<file path="config.mk">
export PLATFORM = sky130hd
export DESIGN_NAME = square_shift_cipher
export DESIGN_NICKNAME = d
export VERILOG_FILES = /design/src/rtl/sqc_pkg.sv /design/src/rtl/sqc_ram.sv /design/src/rtl/square_shift_cipher.sv
export SDC_FILE = /design/constraint.sdc
export NUM_CORES = 1
export LEC_CHECK = 0
export ABC_AREA = 1
export BUFFER_PORTS_ARGS = -buffer_cell sky130_fd_sc_hd__buf_2
export CAP_MARGIN = 20
export CORE_MARGIN = 3
export CORE_UTILIZATION = 60
export CTS_CLUSTER_DIAMETER = 200
export DETAILED_ROUTE_END_ITERATION = 10
export PLACE_DENSITY = 0.75
export SETUP_SLACK_MARGIN = 0.3
export SLEW_MARGIN = 0
export SYNTH_ARGS = -nofsm -noshare
export SYNTH_HDL_FRONTEND = slang
export SYNTH_SLANG_ARGS = --single-unit
</file>
<file path="constraint.sdc">
create_clock -name clk -period 8.6 [get_ports clk]
set_clock_uncertainty 0.2 [all_clocks]
set_input_delay 0.43 -clock clk [delete_from_list [all_inputs] [get_ports clk]]
set_output_delay 0.43 -clock clk [all_outputs]
set_load 0.05 [all_outputs]
</file>
<file path="src/rtl/sqc_pkg.sv">
// Shared types and constants of the square shift cipher.
package sqc_pkg;

    // Field widths.
    localparam int CMD_W     = 2;
    localparam int IDX_W     = 6;
    localparam int CHAR_W    = 8;
    localparam int STATUS_W  = 2;
    localparam int LEN_W     = 7;
    localparam int CFG_IDX_W = 2;

    // Command codes.
    localparam logic [CMD_W-1:0] CMD_LOAD    = 2'd0;
    localparam logic [CMD_W-1:0] CMD_ENCRYPT = 2'd1;
    localparam logic [CMD_W-1:0] CMD_DECRYPT = 2'd2;

    // Status codes.
    localparam logic [STATUS_W-1:0] ST_TRANSLATED = 2'd0;
    localparam logic [STATUS_W-1:0] ST_MARKER     = 2'd1;
    localparam logic [STATUS_W-1:0] ST_ABSENT     = 2'd2;
    localparam logic [STATUS_W-1:0] ST_LOADED     = 2'd3;

    // Configuration register indexes.
    localparam logic [CFG_IDX_W-1:0] REG_TABLE_LENGTH = 2'd0;
    localparam logic [CFG_IDX_W-1:0] REG_ROW_SIDE     = 2'd1;

    // Reset values of the configuration registers.
    localparam logic [LEN_W-1:0] TABLE_LENGTH_RESET = 7'd64;
    localparam logic [LEN_W-1:0] ROW_SIDE_RESET     = 7'd8;

    // The marker byte that passes unchanged.
    localparam logic [CHAR_W-1:0] MARKER_BYTE = 8'h3E;

endpackage

</file>
<file path="src/rtl/sqc_ram.sv">
// Generic single-port-write, single-port-read RAM with registered read data.
module sqc_ram #(
    parameter int WIDTH = 8,
    parameter int DEPTH = 64
) (
    input  logic                     clk,
    input  logic                     wr_en,
    input  logic [$clog2(DEPTH)-1:0] wr_addr,
    input  logic [WIDTH-1:0]         wr_data,
    input  logic [$clog2(DEPTH)-1:0] rd_addr,
    output logic [WIDTH-1:0]         rd_data
);

    logic [WIDTH-1:0] mem [DEPTH];

    // Write port and registered read port.
    always_ff @(posedge clk)
    begin
        if (wr_en)
        begin
            mem[wr_addr] <= wr_data;
        end
        rd_data <= mem[rd_addr];
    end

endmodule

</file>
<file path="src/rtl/square_shift_cipher.sv">
// Square shift cipher top level: table RAM, search sequencer and result register.
//
// Usage: items enter on the input channel (in_valid, in_stall) with command,
// entry_index and char_in; one result beat per item leaves on the output
// channel (out_valid, out_stall) with char_out and status. A beat moves at an
// edge where valid is high and stall is low.
// A load, a marker byte or a reserved command is answered in the cycle after it
// is accepted, and the next item may follow in the next cycle.
// An encrypt or decrypt beat scans the table RAM one entry per cycle through
// its single read port (effective length, limited to MAX_SQUARE), then passes
// the drain and shift states; a translated byte is fetched from the shifted
// entry, while a byte missing from the table skips the fetch. The result waits
// in the done state until the output register is free; then the next item may
// come. With a length of zero the byte is flagged absent without a scan. One item is in work.
// Configuration writes (cfg_valid, cfg_ready, cfg_index, cfg_data) are always
// ready and should be issued only while the block is idle.
// Reset sets table_length to 64 and row_side to 8 and empties the output
// register; the table contents stay undefined until loaded. While the
// receiver stalls, the result beat holds and no new item is accepted.
module square_shift_cipher #(
    parameter int MAX_SQUARE = 64
) (
    input  logic                            clk,
    input  logic                            rst_n,
    // Input channel.
    input  logic                            in_valid,
    output logic                            in_stall,
    input  logic [sqc_pkg::CMD_W-1:0]       command,
    input  logic [sqc_pkg::IDX_W-1:0]       entry_index,
    input  logic [sqc_pkg::CHAR_W-1:0]      char_in,
    // Output channel.
    output logic                            out_valid,
    input  logic                            out_stall,
    output logic [sqc_pkg::CHAR_W-1:0]      char_out,
    output logic [sqc_pkg::STATUS_W-1:0]    status,
    // Configuration write channel.
    input  logic                            cfg_valid,
    output logic                            cfg_ready,
    input  logic [sqc_pkg::CFG_IDX_W-1:0]   cfg_index,
    input  logic [sqc_pkg::LEN_W-1:0]       cfg_data
);

    localparam int ADDR_W = $clog2(MAX_SQUARE);

    typedef enum logic [2:0] {
        S_IDLE,
        S_SEARCH,
        S_DRAIN,
        S_SHIFT,
        S_FETCH,
        S_DONE
    } state_t;

    state_t                          state_reg, state_next;
    logic [sqc_pkg::LEN_W-1:0]       table_length_reg, table_length_next;
    logic [sqc_pkg::LEN_W-1:0]       row_side_reg, row_side_next;
    logic [sqc_pkg::LEN_W-1:0]       len_reg, len_next;
    logic [sqc_pkg::LEN_W-1:0]       side_reg, side_next;
    logic [sqc_pkg::LEN_W-1:0]       scan_reg, scan_next;
    logic [sqc_pkg::LEN_W-1:0]       cmp_pos_reg, cmp_pos_next;
    logic                            cmp_valid_reg, cmp_valid_next;
    logic [sqc_pkg::LEN_W-1:0]       pos_reg, pos_next;
    logic                            hit_reg, hit_next;
    logic                            decrypt_reg, decrypt_next;
    logic [sqc_pkg::CHAR_W-1:0]      char_reg, char_next;
    logic [sqc_pkg::CHAR_W-1:0]      res_char_reg, res_char_next;
    logic [sqc_pkg::STATUS_W-1:0]    res_status_reg, res_status_next;
    logic                            out_valid_reg, out_valid_next;
    logic [sqc_pkg::CHAR_W-1:0]      char_out_reg, char_out_next;
    logic [sqc_pkg::STATUS_W-1:0]    status_reg, status_next;

    logic                            out_free;
    logic                            in_accept;
    logic [sqc_pkg::LEN_W-1:0]       len_eff;
    logic [sqc_pkg::LEN_W-1:0]       side_eff;
    logic [sqc_pkg::LEN_W:0]         enc_sum;
    logic [sqc_pkg::LEN_W:0]         dst_wide;
    logic [sqc_pkg::LEN_W-1:0]       dst;
    logic                            ram_wr_en;
    logic [ADDR_W-1:0]               ram_rd_addr;
    logic [sqc_pkg::CHAR_W-1:0]      ram_rd_data;

    // Handshake signals.
    assign out_free  = !out_valid_reg || !out_stall;
    assign in_stall  = !((state_reg == S_IDLE) && out_free);
    assign in_accept = in_valid && !in_stall;
    assign cfg_ready = 1'b1;
    assign out_valid = out_valid_reg;
    assign char_out  = char_out_reg;
    assign status    = status_reg;

    // Effective length and clamped shift, taken when a byte is accepted.
    always_comb
    begin
        if (32'(table_length_reg) > MAX_SQUARE)
        begin
            len_eff = sqc_pkg::LEN_W'(MAX_SQUARE);
        end
        else
        begin
            len_eff = table_length_reg;
        end
        side_eff = (row_side_reg > len_eff) ? len_eff : row_side_reg;
    end

    // Destination position, wrapped over the effective length.
    always_comb
    begin
        enc_sum = {1'b0, pos_reg} + {1'b0, side_reg};
        if (!decrypt_reg)
        begin
            dst_wide = (enc_sum >= {1'b0, len_reg}) ? enc_sum - {1'b0, len_reg} : enc_sum;
        end
        else if (pos_reg >= side_reg)
        begin
            dst_wide = {1'b0, pos_reg} - {1'b0, side_reg};
        end
        else
        begin
            dst_wide = {1'b0, pos_reg} + {1'b0, len_reg} - {1'b0, side_reg};
        end
        dst = dst_wide[sqc_pkg::LEN_W-1:0];
    end

    // Table RAM: loads write, the sequencer reads.
    assign ram_wr_en   = in_accept && (command == sqc_pkg::CMD_LOAD)
                         && (32'(entry_index) < MAX_SQUARE);
    assign ram_rd_addr = (state_reg == S_SHIFT) ? ADDR_W'(dst) : ADDR_W'(scan_reg);

    sqc_ram #(
        .WIDTH (sqc_pkg::CHAR_W),
        .DEPTH (MAX_SQUARE)
    ) u_table (
        .clk     (clk),
        .wr_en   (ram_wr_en),
        .wr_addr (ADDR_W'(entry_index)),
        .wr_data (char_in),
        .rd_addr (ram_rd_addr),
        .rd_data (ram_rd_data)
    );

    // Sequencer, configuration registers and output register.
    always_comb
    begin
        state_next        = state_reg;
        table_length_next = table_length_reg;
        row_side_next     = row_side_reg;
        len_next          = len_reg;
        side_next         = side_reg;
        scan_next         = scan_reg;
        cmp_pos_next      = scan_reg;
        cmp_valid_next    = (state_reg == S_SEARCH);
        pos_next          = pos_reg;
        hit_next          = hit_reg;
        decrypt_next      = decrypt_reg;
        char_next         = char_reg;
        res_char_next     = res_char_reg;
        res_status_next   = res_status_reg;
        out_valid_next    = out_valid_reg && out_stall;
        char_out_next     = char_out_reg;
        status_next       = status_reg;

        // Configuration writes.
        if (cfg_valid)
        begin
            unique case (cfg_index)
                sqc_pkg::REG_TABLE_LENGTH: table_length_next = cfg_data;
                sqc_pkg::REG_ROW_SIDE:     row_side_next = cfg_data;
                default:                   ;
            endcase
        end

        // Compare the entry read in the previous cycle; the last match wins.
        if (cmp_valid_reg && (ram_rd_data == char_reg))
        begin
            hit_next = 1'b1;
            pos_next = cmp_pos_reg;
        end

        unique case (state_reg)
            S_IDLE:
            begin
                if (in_accept)
                begin
                    char_next    = char_in;
                    decrypt_next = (command == sqc_pkg::CMD_DECRYPT);
                    len_next     = len_eff;
                    side_next    = side_eff;
                    scan_next    = '0;
                    hit_next     = 1'b0;
                    char_out_next = char_in;
                    if (command == sqc_pkg::CMD_LOAD)
                    begin
                        out_valid_next = 1'b1;
                        status_next    = sqc_pkg::ST_LOADED;
                    end
                    else if ((command != sqc_pkg::CMD_ENCRYPT)
                             && (command != sqc_pkg::CMD_DECRYPT))
                    begin
                        out_valid_next = 1'b1;
                        status_next    = sqc_pkg::ST_ABSENT;
                    end
                    else if (char_in == sqc_pkg::MARKER_BYTE)
                    begin
                        out_valid_next = 1'b1;
                        status_next    = sqc_pkg::ST_MARKER;
                    end
                    else if (len_eff == '0)
                    begin
                        out_valid_next = 1'b1;
                        status_next    = sqc_pkg::ST_ABSENT;
                    end
                    else
                    begin
                        state_next = S_SEARCH;
                    end
                end
            end
            S_SEARCH:
            begin
                scan_next = scan_reg + 1'b1;
                if (scan_reg == len_reg - 1'b1)
                begin
                    state_next = S_DRAIN;
                end
            end
            S_DRAIN:
            begin
                state_next = S_SHIFT;
            end
            S_SHIFT:
            begin
                if (hit_reg)
                begin
                    state_next = S_FETCH;
                end
                else
                begin
                    res_char_next   = char_reg;
                    res_status_next = sqc_pkg::ST_ABSENT;
                    state_next      = S_DONE;
                end
            end
            S_FETCH:
            begin
                res_char_next   = ram_rd_data;
                res_status_next = sqc_pkg::ST_TRANSLATED;
                state_next      = S_DONE;
            end
            S_DONE:
            begin
                if (out_free)
                begin
                    out_valid_next = 1'b1;
                    char_out_next  = res_char_reg;
                    status_next    = res_status_reg;
                    state_next     = S_IDLE;
                end
            end
            default:
            begin
                state_next = S_IDLE;
            end
        endcase
    end

    always_ff @(posedge clk or negedge rst_n)
    begin
        if (!rst_n)
        begin
            state_reg        <= S_IDLE;
            table_length_reg <= sqc_pkg::TABLE_LENGTH_RESET;
            row_side_reg     <= sqc_pkg::ROW_SIDE_RESET;
            len_reg          <= '0;
            side_reg         <= '0;
            scan_reg         <= '0;
            cmp_pos_reg      <= '0;
            cmp_valid_reg    <= 1'b0;
            pos_reg          <= '0;
            hit_reg          <= 1'b0;
            decrypt_reg      <= 1'b0;
            char_reg         <= '0;
            res_char_reg     <= '0;
            res_status_reg   <= '0;
            out_valid_reg    <= 1'b0;
            char_out_reg     <= '0;
            status_reg       <= '0;
        end
        else
        begin
            state_reg        <= state_next;
            table_length_reg <= table_length_next;
            row_side_reg     <= row_side_next;
            len_reg          <= len_next;
            side_reg         <= side_next;
            scan_reg         <= scan_next;
            cmp_pos_reg      <= cmp_pos_next;
            cmp_valid_reg    <= cmp_valid_next;
            pos_reg          <= pos_next;
            hit_reg          <= hit_next;
            decrypt_reg      <= decrypt_next;
            char_reg         <= char_next;
            res_char_reg     <= res_char_next;
            res_status_reg   <= res_status_next;
            out_valid_reg    <= out_valid_next;
            char_out_reg     <= char_out_next;
            status_reg       <= status_next;
        end
    end

`ifndef SYNTHESIS
    // Only an idle sequencer with a free output register takes a beat.
    a_stall_when_busy: assert property (@(posedge clk) disable iff (!rst_n)
        (state_reg != S_IDLE) |-> in_stall)
        else $error("input accepted while a search is in work");

    // A load is answered in the next cycle with the load status.
    a_load_answer: assert property (@(posedge clk) disable iff (!rst_n)
        (in_accept && (command == sqc_pkg::CMD_LOAD)) |=>
        (out_valid && (status == sqc_pkg::ST_LOADED)))
        else $error("load beat not answered in the next cycle");

    // The scan never reads beyond the effective length.
    a_scan_bound: assert property (@(posedge clk) disable iff (!rst_n)
        (state_reg == S_SEARCH) |-> (scan_reg < len_reg))
        else $error("scan address beyond the effective length");

    // The wrapped destination stays inside the effective length.
    a_dst_bound: assert property (@(posedge clk) disable iff (!rst_n)
        ((state_reg == S_SHIFT) && hit_reg) |-> (dst < len_reg))
        else $error("destination position beyond the effective length");

    // A result waiting in the done state is never dropped by a new beat.
    a_done_holds: assert property (@(posedge clk) disable iff (!rst_n)
        ((state_reg == S_DONE) && !out_free) |=> (state_reg == S_DONE))
        else $error("finished result left the done state while blocked");
`endif

endmodule
</file>
# --- Yosys cells after proc, flatten, opt, wreduce, memory -nomap -nowiden ---
# Memory sizes are Yosys's and may differ from the RTL's. A register that Yosys moved wholly into a read port is not among the register bits.
# Index checks and enable logic that the tools add are counted.
totals:
  regBits: 84
  latchBits: 0
  ram_bits: 512
  rom_bits: 0
  elab_cells: 118
  mem_count: 1
mem_list:
  columns: ["name", "words", "word_bits", "rd", "rd_clocked_by_memory_dff", "write_ports", "line", "source"]
  rows:
  - ["u_table.mem", 64, 8, 1, 1, 1, "sqc_ram.sv:14", "logic [WIDTH-1:0] mem [DEPTH];"]
op_classes:
  add_sub_neg: 7
  multipliers: 0
  n_div: 0
  magnitude_cmp: 4
  eq_ne: 21
  n_shift: 0
  n_mux: 43
  n_bitwise: 0
  n_reduce_logical: 25
ops:
  columns: ["cell", "n"]
  rows:
  - ["case mux 8 bit (2 select lines)", 2]
  - ["two-way mux 6 bit", 4]
  - ["two-way mux 8 bit", 3]
  - ["two-way mux 3 bit", 7]
  - ["two-way mux 7 bit", 3]
  - ["case mux 3 bit (6 select lines)", 1]
  - ["subtractor 6 bit", 3]
  - ["inequality test 2 bit (second input constant)", 8]
  - ["two-way mux 2 bit", 7]
  - ["case mux 7 bit (2 select lines)", 1]
  - ["two-way mux 1 bit", 12]
  - ["AND reduction 2 bit", 5]
  - ["adder 7 x 7 -> 8 bit", 1]
  - ["== test 8 x 6 -> 1 bit (second input constant)", 1]
  - ["== test 8 bit", 1]
  - ["greater-or-equal comparator 8 x 7 -> 1 bit", 1]
  - ["case mux 2 bit (2 select lines)", 2]
  - ["adder 7 x 1 -> 7 bit (second input constant)", 1]
  - ["== test 7 bit", 1]
  - ["greater-or-equal comparator 7 bit", 1]
  - ["> comparator 7 bit", 1]
  - ["> comparator 7 bit (second input constant)", 1]
  - ["zero test 7 bit", 1]
  - ["AND reduction 7 bit", 1]
  - ["18 further kinds", 31]

# --- Longest topological paths before layout ---
# Gate-level depths: netlist of the first run.
logic_depth:
  word_depth: 9
  depth_mapped: 30
  depth_no_buf: 27

# --- By module ---
# Synthesis of the first run repeated with hierarchy kept, for this count alone.
unflattened:
  hier_cells: 2525
  hier_area_um2: 26853.3
by_module_without_submodules:
  columns: ["module", "instances", "cells_each", "area_each_um2", "seq_area_each_um2"]
  rows:
  - ["sqc_ram", 1, 1805, 21339.2, 15534.9]
  - ["square_shift_cipher", 1, 720, 5514.0, 2079.5]

# --- Worst setup path after synthesis of the first run ---
# Ideal clock, no wire load.
synth_timing:
  path_type: "register to register"
  start: "reg side_reg[2] (netlist bit)"
  end: "reg u_table.rd_data[1] (read register of u_table.mem)"
  arrival_ns: 3.230
  required_time_ns: 8.286
  setup_slack_ns: 5.057
  path_stages_with_launch: 28
  path_buffers: 3
  synth_period_minus_slack_ns: 3.543
  cell_sequence: "dfrtp_1 > inv_1 > ha_1 > buf_4 > nor2_1 > nand2_1 > nand2_1 > xor2_1 > ha_1 > or2_0 > nand2_1 > nand2_1 > nand2_1 > nand2_1 > nand2_1 > nand2_2 > inv_2 > nand2_1 > nand3_1 > nand2_1 > o21ai_2 > buf_2 > buf_2 > nand3_1 > nand3_1 > nand3_1 > nand3_1 > nand2_1"
synth_via:
  elab_chain_len: 5
  word_cells_on_any_way: 10
  cone_classes: "4 x add/sub; 2 x order compare; 4 x mux"
synth_rtl:
  columns: ["item", "line", "source"]
  rows:
  - ["from (decl)", "square_shift_cipher.sv:58", "logic [sqc_pkg::LEN_W-1:0] side_reg, side_next;"]
  - ["from (signal assigned)", "square_shift_cipher.sv:295", "side_reg <= side_next;"]
  - ["adder 7 x 7 -> 8 bit", "square_shift_cipher.sv:109", "enc_sum = {1'b0, pos_reg} + {1'b0, side_reg};"]
  - ["greater-or-equal comparator 8 x 7 -> 1 bit or subtractor 6 bit (tied branches)", "square_shift_cipher.sv:112", "dst_wide = (enc_sum >= {1'b0, len_reg}) ? enc_sum - {1'b0, len_reg} : enc_sum;"]
  - ["two-way mux 6 bit", "square_shift_cipher.sv:112", null]
  - ["two-way mux 6 bit (*)", "square_shift_cipher.sv:110", "if (!decrypt_reg)"]
  - ["two-way mux 6 bit (*)", "square_shift_cipher.sv:128", "assign ram_rd_addr = (state_reg == S_SHIFT) ? ADDR_W'(dst) : ADDR_W'(scan_reg);"]
  - ["to (decl)", "sqc_ram.sv:11", "output logic [WIDTH-1:0] rd_data"]
# Mark *: on every way between the ends. The rest lies on a longest branch, timed or not.
# A chain may end at the register's enable or synchronous reset.

# --- Worst setup path after layout of the first run ---
layout_timing:
  start: "reg side_reg[2] (netlist bit)"
  end: "reg u_table.rd_data[2] (read register of u_table.mem)"
# Same word-level chain as after synthesis.

==> metrics.txt, run 1 <==
Hold WC Path Type=primary input to register; Post-synth top cells=nand2_1 (760), nand3_1 (598), edfxtp_1 (512), inv_1 (232), nor2_1 (118); Post-Layout Inst Area=30300 sq um; max reg flops=512; syn avg cell area=10.1 sq um; hold path start=char_in[4]; Sw Pwr=4.45 mW; total placed instance area=28100 sq um; Total GRT Usage=29.7%; die area=48700 sq um; Required @ worst endpoint=8.95 ns; Vias per Instance=6.06; Switching Share=41.5%; Clock Power Share=24.8%; n_diodes=0; share of layout cells above drive strength 1=6.58%; Syn Inst Count=2742; register bit total from synthesis=603; Synth Warn #=0; unrepaired setup endpoints after global routing=no; FFs w/ async S/R, synth=13.8%; nets@finish=2809; # port buffers=41; Ports=43; synthesis-to-finish area growth=9.51%; pin count of the biggest net entering global routing=110; fin crit share=67.6%; EDFF count, synth=512; top cells by area, synth=edfxtp_1 (56%), nand3_1 (11%), nand2_1 (10%); worst r2r src=side_reg[2]$_DFFE_PN0P_; HPWL after detailed placement=42700 microns; Final setup viols=0; Pwr per Cell Area=354 nW/um^2; CTS tree=done; Reg2Reg Setup Slack=2.78 ns; Min Clock Period, post-route=5.82 ns; die height=221 microns; worst skew pair latency=0.62 ns; CP endpoint kind=register; FMAX=172 MHz; Final Max Slew Viols=0; Die X=221 microns; Biggest register=u_table.mem; Post-CTS Setup Bufs=0; Vias=20500; crit-path max FO=109; leakage power=12.4 nW; most common cell in the netlist=nand2_1; Clock Tree Root=clkbuf_16; first-pass GRT wire length=111000 microns; initial antenna violation count=1; sequential power share=32.9%; clk buf depth=3; Netlist cell types=50; syn_nets=2817; H-tree levels=2; drt first pass iters=6; Post-synth top flop=edfxtp_1; status=finished clean; hold depth=3; WHS Endpoint=char_reg[4]$_DFFE_PN0P_; maximum vdd drop=0.251 mV; Synth top area share=55.6%; area of the mapped netlist=27600 sq um; slew at the pin closest to its max-slew limit=1.15 ns; drt wl/cell=21.5 microns; Slew headroom=22.3%; DRT iter0 DRCs=2828; Worst setup SP type=register; Worst EP arrival=6.17 ns; core area=45500 sq um; Final ANT Viol Nets=0; Inserted Clock Buffers=60; Int Power=6.27 mW; Crit Path Class=register to register; Setup TNS=0 ns; Initial Util=60.8%; r2r endpoint=u_table.rd_data[2]$_DFF_P_; GRT overflow=0; cts hold-fix bufs=13; clock sinks=603; Rows=78; DRC Markers=0; Worst R2R Path Depth=26; biggest area consumer among synthesized cells=edfxtp_1; Resized cells post-CTS=0; vias in the first global route=19800; Comb pwr share=42.2%; clock-pin slew on the worst setup and hold paths=0.06 ns; gpl congestion=0.917; final WL=72600 microns; final hold vios=0; # Max-Cap Violations=0; Seq/Total Area, Yosys=63.7%
==> per-stage QoR <==
stage / power (mW) / utilization (%) / worst slack, ns / instances / hold WS (ns)
floorplan: 6.81 / - / 5.06 / 2742 / -0.0656
global placement: 7.92 / 61.8 / 2.98 / 3257 / 0.233
detailed placement: 8.01 / 61.8 / 2.92 / 3257 / 0.249
CTS: 10.7 / 66.5 / 2.86 / 3381 / 0.00508
global route: 11.3 / 66.6 / 2.35 / 3383 / 0.0504
finish: 10.7 / 66.6 / 2.78 / 3383 / 0.0335
==> placed cells by master (no fill, tap or decap), types with 3 or more instances in the layout <==
cell type,count
dfrtp_1,81
nand2_1,759
ha_1,37
a211oi_1,3
a21oi_2,3
o211ai_1,7
xor2_1,16
nand4_1,4
inv_2,8
inv_1,232
a21oi_1,38
clkbuf_1,16
nand3b_1,33
clkinv_2,11
buf_2,40
clkbuf_16,62
edfxtp_1,512
dlygate4sd3_1,14
buf_4,26
nor2_1,118
dfxtp_1,8
xnor2_1,11
nand3_1,598
a31oi_1,16
bufinv_16,8
o21ai_0,58
fa_1,8
clkinv_1,11
nor3_1,7
==> logic make-up after synthesis <==
family	after synthesis	share of synthesized area, %
compound gates	139	2.89
xor+xnor	27	0.855
buf+inv	392	5.94
simple gates	1533	24.3
mux	2	0.0814
fa+ha+maj	45	2.25
other cells	1	0.0136
flops	603	63.7
==> power groups by stage <==
stage,clock (mW),combinational [mW],sequential (mW)
4_1_cts,2.68,4.47,3.53
2_1_floorplan,0,3.21,3.60
5_1_grt,2.80,4.97,3.55
3_5_place_dp,0,4.42,3.59
3_3_place_gp,0,4.34,3.58
6_report,2.66,4.53,3.53
==> critical path, stage by stage (launching register included) <==
cell	delay, ns
dfrtp_1	0.40
inv_1	0.08
ha_1	0.44
inv_2	0.08
a21oi_2	0.12
nand2_1	0.12
xor2_1	0.22
ha_1	0.31
or2_0	0.24
nand2_1	0.10
nand2_1	0.06
nand2_1	0.06
nand2_1	0.05
nand2_1	0.10
nand3_1	0.09
nand3_2	0.13
nand2_8	0.34
nand2_8	0.65
buf_4	0.68
nand2_1	0.12
nand2_1	0.09
nand2_1	0.05
nand3_1	0.14
nand3_1	0.14
nand3_1	0.24
nand3_1	0.23
nand2_1	0.14
==> cell type report <==
type	instances	area, sq um
fill	3473	15200
multi-input combinational	1747	8460
sequential	603	17600
clock buffer	79	1630
clock inverter	32	364
inverter	241	905
timing repair buffer	81	563
tap	600	751
==> worst max path at each step <==
stage	start	end	slack [ns]	cells past startpoint
6_report	side_reg[2]$_DFFE_PN0P_	u_table.rd_data[2]$_DFF_P_	2.78	26
5_1_grt	side_reg[1]$_DFFE_PN0P_	u_table.rd_data[2]$_DFF_P_	2.35	26
4_1_cts	side_reg[1]$_DFFE_PN0P_	u_table.rd_data[4]$_DFF_P_	2.86	25
3_5_place_dp	side_reg[1]$_DFFE_PN0P_	u_table.rd_data[4]$_DFF_P_	2.92	25
3_3_place_gp	side_reg[2]$_DFFE_PN0P_	u_table.rd_data[7]$_DFF_P_	2.98	25
2_1_floorplan	side_reg[2]$_DFFE_PN0P_	u_table.rd_data[1]$_DFF_P_	5.06	27
==> metal layers <==
metal	share of wire [%]	vias to the layer above	wire length (microns)	track usage (%)
met1	38	9828	27600	39.9
li1	-	9293	-	-
met4	4.1	0	2950	11.9
met2	48	1203	35000	48.8
met3	9.8	186	7080	5.18
met5	0	-	0	0
Power figures use the tool's default switching activity.
==> inputs of run 2 (changes only) <==
- clock period: 8.6 -> 6.1 ns (I/O delays scaled with it)
==> metrics.txt, run 2 (synthesized netlist as in run 1, its figures left out) <==
# Max-Cap Violations=0 (unchanged); GRT overflow=0 (unchanged); die area=48700 sq um (unchanged); slowest stage cell, crit path=nand2_8 (was buf_4); vias in the first global route=19900 (was 19800); core area=45500 sq um (unchanged); leakage power=12.4 nW (about the same); unrepaired setup endpoints after global routing=no (unchanged); Worst EP arrival=5.71 ns (was 6.17 ns); share of layout cells above drive strength 1=6.84% (was 6.58%); Min Clock Period, post-route=5.35 ns (was 5.82 ns); Final setup viols=0 (unchanged); Biggest register=u_table.mem (unchanged); worst skew pair latency=0.63 ns (was 0.62 ns); most frequent cells in the layout=nand2_1 (759), nand3_1 (598), edfxtp_1 (512) (unchanged); Worst setup SP type=register (unchanged); gpl congestion=0.892 (was 0.917); clock sinks=603 (unchanged); Reg2Reg Setup Slack=0.75 ns (was 2.78 ns); hold depth=4 (was 3); Initial Util=60.8% (unchanged); fin crit share=87.8% (was 67.6%); Buffers & Inverters on Critical Path=3 (unchanged); die height=221 microns (unchanged); hold path start=cfg_valid (was char_in[4]); clock-pin slew on the worst setup and hold paths=0.06 ns (about the same); first-pass GRT wire length=110000 microns (was 111000 microns); Hold WC Path Type=primary input to register (unchanged); r2r endpoint=u_table.rd_data[3]$_DFF_P_ (was u_table.rd_data[2]$_DFF_P_); Die X=221 microns (unchanged); most common cell after layout, fill and taps aside=nand2_1 (unchanged); final WL=71200 microns (was 72600 microns); drt wl/cell=21.0 microns (was 21.5 microns); most used cell, CP=nand2_1 (unchanged); crit-path leading delay family=simple AND/OR/NAND/NOR gates (unchanged); # port buffers=41 (unchanged); initial antenna violation count=3 (was 1); Required @ worst endpoint=6.45 ns (was 8.95 ns); Ports=43 (unchanged); WHS Endpoint=table_length_reg[5]$_DFFE_PN0P_ (was char_reg[4]$_DFFE_PN0P_); crit-path max FO=92 (was 109); CTS tree=done (unchanged); worst r2r src=side_reg[2]$_DFFE_PN0P_ (unchanged); FILL cells=3383 (was 3473); synthesis-to-finish area growth=9.89% (was 9.51%); Final Max Slew Viols=0 (unchanged); max reg flops=512 (unchanged); CP Launch Point=side_reg[2]$_DFFE_PN0P_ (unchanged); maximum vdd drop=0.478 mV (was 0.251 mV); nets@finish=2816 (was 2809); CP endpoint kind=register (unchanged); Worst R2R Path Depth=26 (unchanged); Total GRT Usage=29.4% (was 29.7%); HPWL after detailed placement=42100 microns (was 42700 microns); DRT iter0 DRCs=2544 (was 2828); slew at the pin closest to its max-slew limit=0.905 ns (was 1.15 ns); Pwr per Cell Area=494 nW/um^2 (was 354 nW/um^2); status=finished clean (unchanged); Post-CTS Setup Bufs=0 (unchanged); final hold vios=0 (unchanged); Slew headroom=39.5% (was 22.3%); Inserted Clock Buffers=58 (was 60); Crit Path Class=register to register (unchanged); FMAX=187 MHz (was 172 MHz); pin count of the biggest net entering global routing=189 (was 110); H-tree levels=2 (unchanged); area of the multi-input gates=8460 sq um (unchanged); Vias=20400 (was 20500); PnR Total Power=15.0 mW (was 10.7 mW); Rows=78 (unchanged); drt first pass iters=6 (unchanged); Vias per Instance=6.02 (was 6.06); DRC Markers=0 (unchanged); Final ANT Viol Nets=0 (unchanged); clk buf depth=3 (unchanged); Setup TNS=0 ns (unchanged); Clock Tree Root=clkbuf_16 (unchanged); Register Area=17600 sq um (unchanged); slowest stage delay, CP=0.61 ns (was 0.68 ns)
==> run 2: changes by cell type in the layout (fill, tap and decap cells not counted), moves of 2 or more <==
| cell | previous run | this run |
|---|---|---|
| clkinv_1 | 11 | 7 |
| clkinv_2 | 11 | 13 |
| clkbuf_8 | 1 | 4 |
| clkbuf_16 | 62 | 60 |
| dlygate4sd3_1 | 14 | 17 |
| buf_12 | 0 | 6 |
| clkbuf_4 | 0 | 2 |
| bufinv_16 | 8 | 6 |
==> run 2: per-stage QoR <==
step	hold WS, ns	std cells	setup WS, ns	instance area, sq um	utilization (%)
floorplan	-0.191	2742	2.56	27600	-
global placement	0.225	3263	0.895	28200	62.1
detailed placement	0.235	3263	0.876	28200	62.1
CTS	0.0170	3389	0.859	30300	66.7
global route	0.0792	3392	0.416	30400	66.8
finish	0.0497	3392	0.746	30400	66.8
==> run 2: repair_timing <==
| item | CTS | global route |
|---|---|---|
| hold buffers | 16 | 1 |
| hold endpoints to repair | 131 | 6 |
| resized for setup | 0 | 0 |
==> run 2: final cells by class <==
type,count,share of cell area [%]
clock inverter,27,1.00
sequential,603,58.0
clock buffer,83,5.38
multi-input combinational,1747,27.8
tap,600,2.47
inverter,241,2.98
timing repair buffer,90,2.35
antenna,1,0.00824
==> run 2: worst max-delay path by stage <==
stage,end,slack (ns),cells past startpoint
final,u_table.rd_data[3]$_DFF_P_,0.75,26
after global routing,u_table.rd_data[3]$_DFF_P_,0.42,26
after CTS,u_table.rd_data[3]$_DFF_P_,0.86,26
after detailed placement,u_table.rd_data[3]$_DFF_P_,0.88,27
after global placement,u_table.rd_data[3]$_DFF_P_,0.89,25
after floorplan,u_table.rd_data[1]$_DFF_P_,2.56,27
==> run 2: power breakdown <==
group	total [mW]	internal, mW	switching [mW]
Clock	3.65	2.12	1.54
Sequential	4.96	4.72	0.239
Combinational	6.40	1.99	4.41
==> run 2: worst reg2reg max path, cell delays in order, from the launching register on <==
cell and delay [ns]:
dfrtp_1 0.39, inv_1 0.08, ha_1 0.46, inv_2 0.08, a21oi_2 0.12, nand2_1 0.10, xor2_1 0.17, ha_1 0.33
or2_0 0.24, nand2_1 0.10, nand2_1 0.06, nand2_1 0.05, nand2_1 0.05, nand2_1 0.11, nand3_1 0.10, nand3_2 0.13
nand2_8 0.27, nand2_8 0.67, buf_4 0.51, nand2_1 0.11, nand2_1 0.07, nand2_1 0.05, nand3_1 0.14, nand3_1 0.14
nand3_1 0.20, nand3_1 0.23, nand2_1 0.15
==> run 2: layer usage <==
metal,global-route usage (%),share of wire [%],vias to the layer above
met2,47.9,48,1141
met1,38.3,38,9772
met5,0,0.048,-
met4,13.1,4.2,4
li1,-,-,9314
met3,6.54,9.5,198
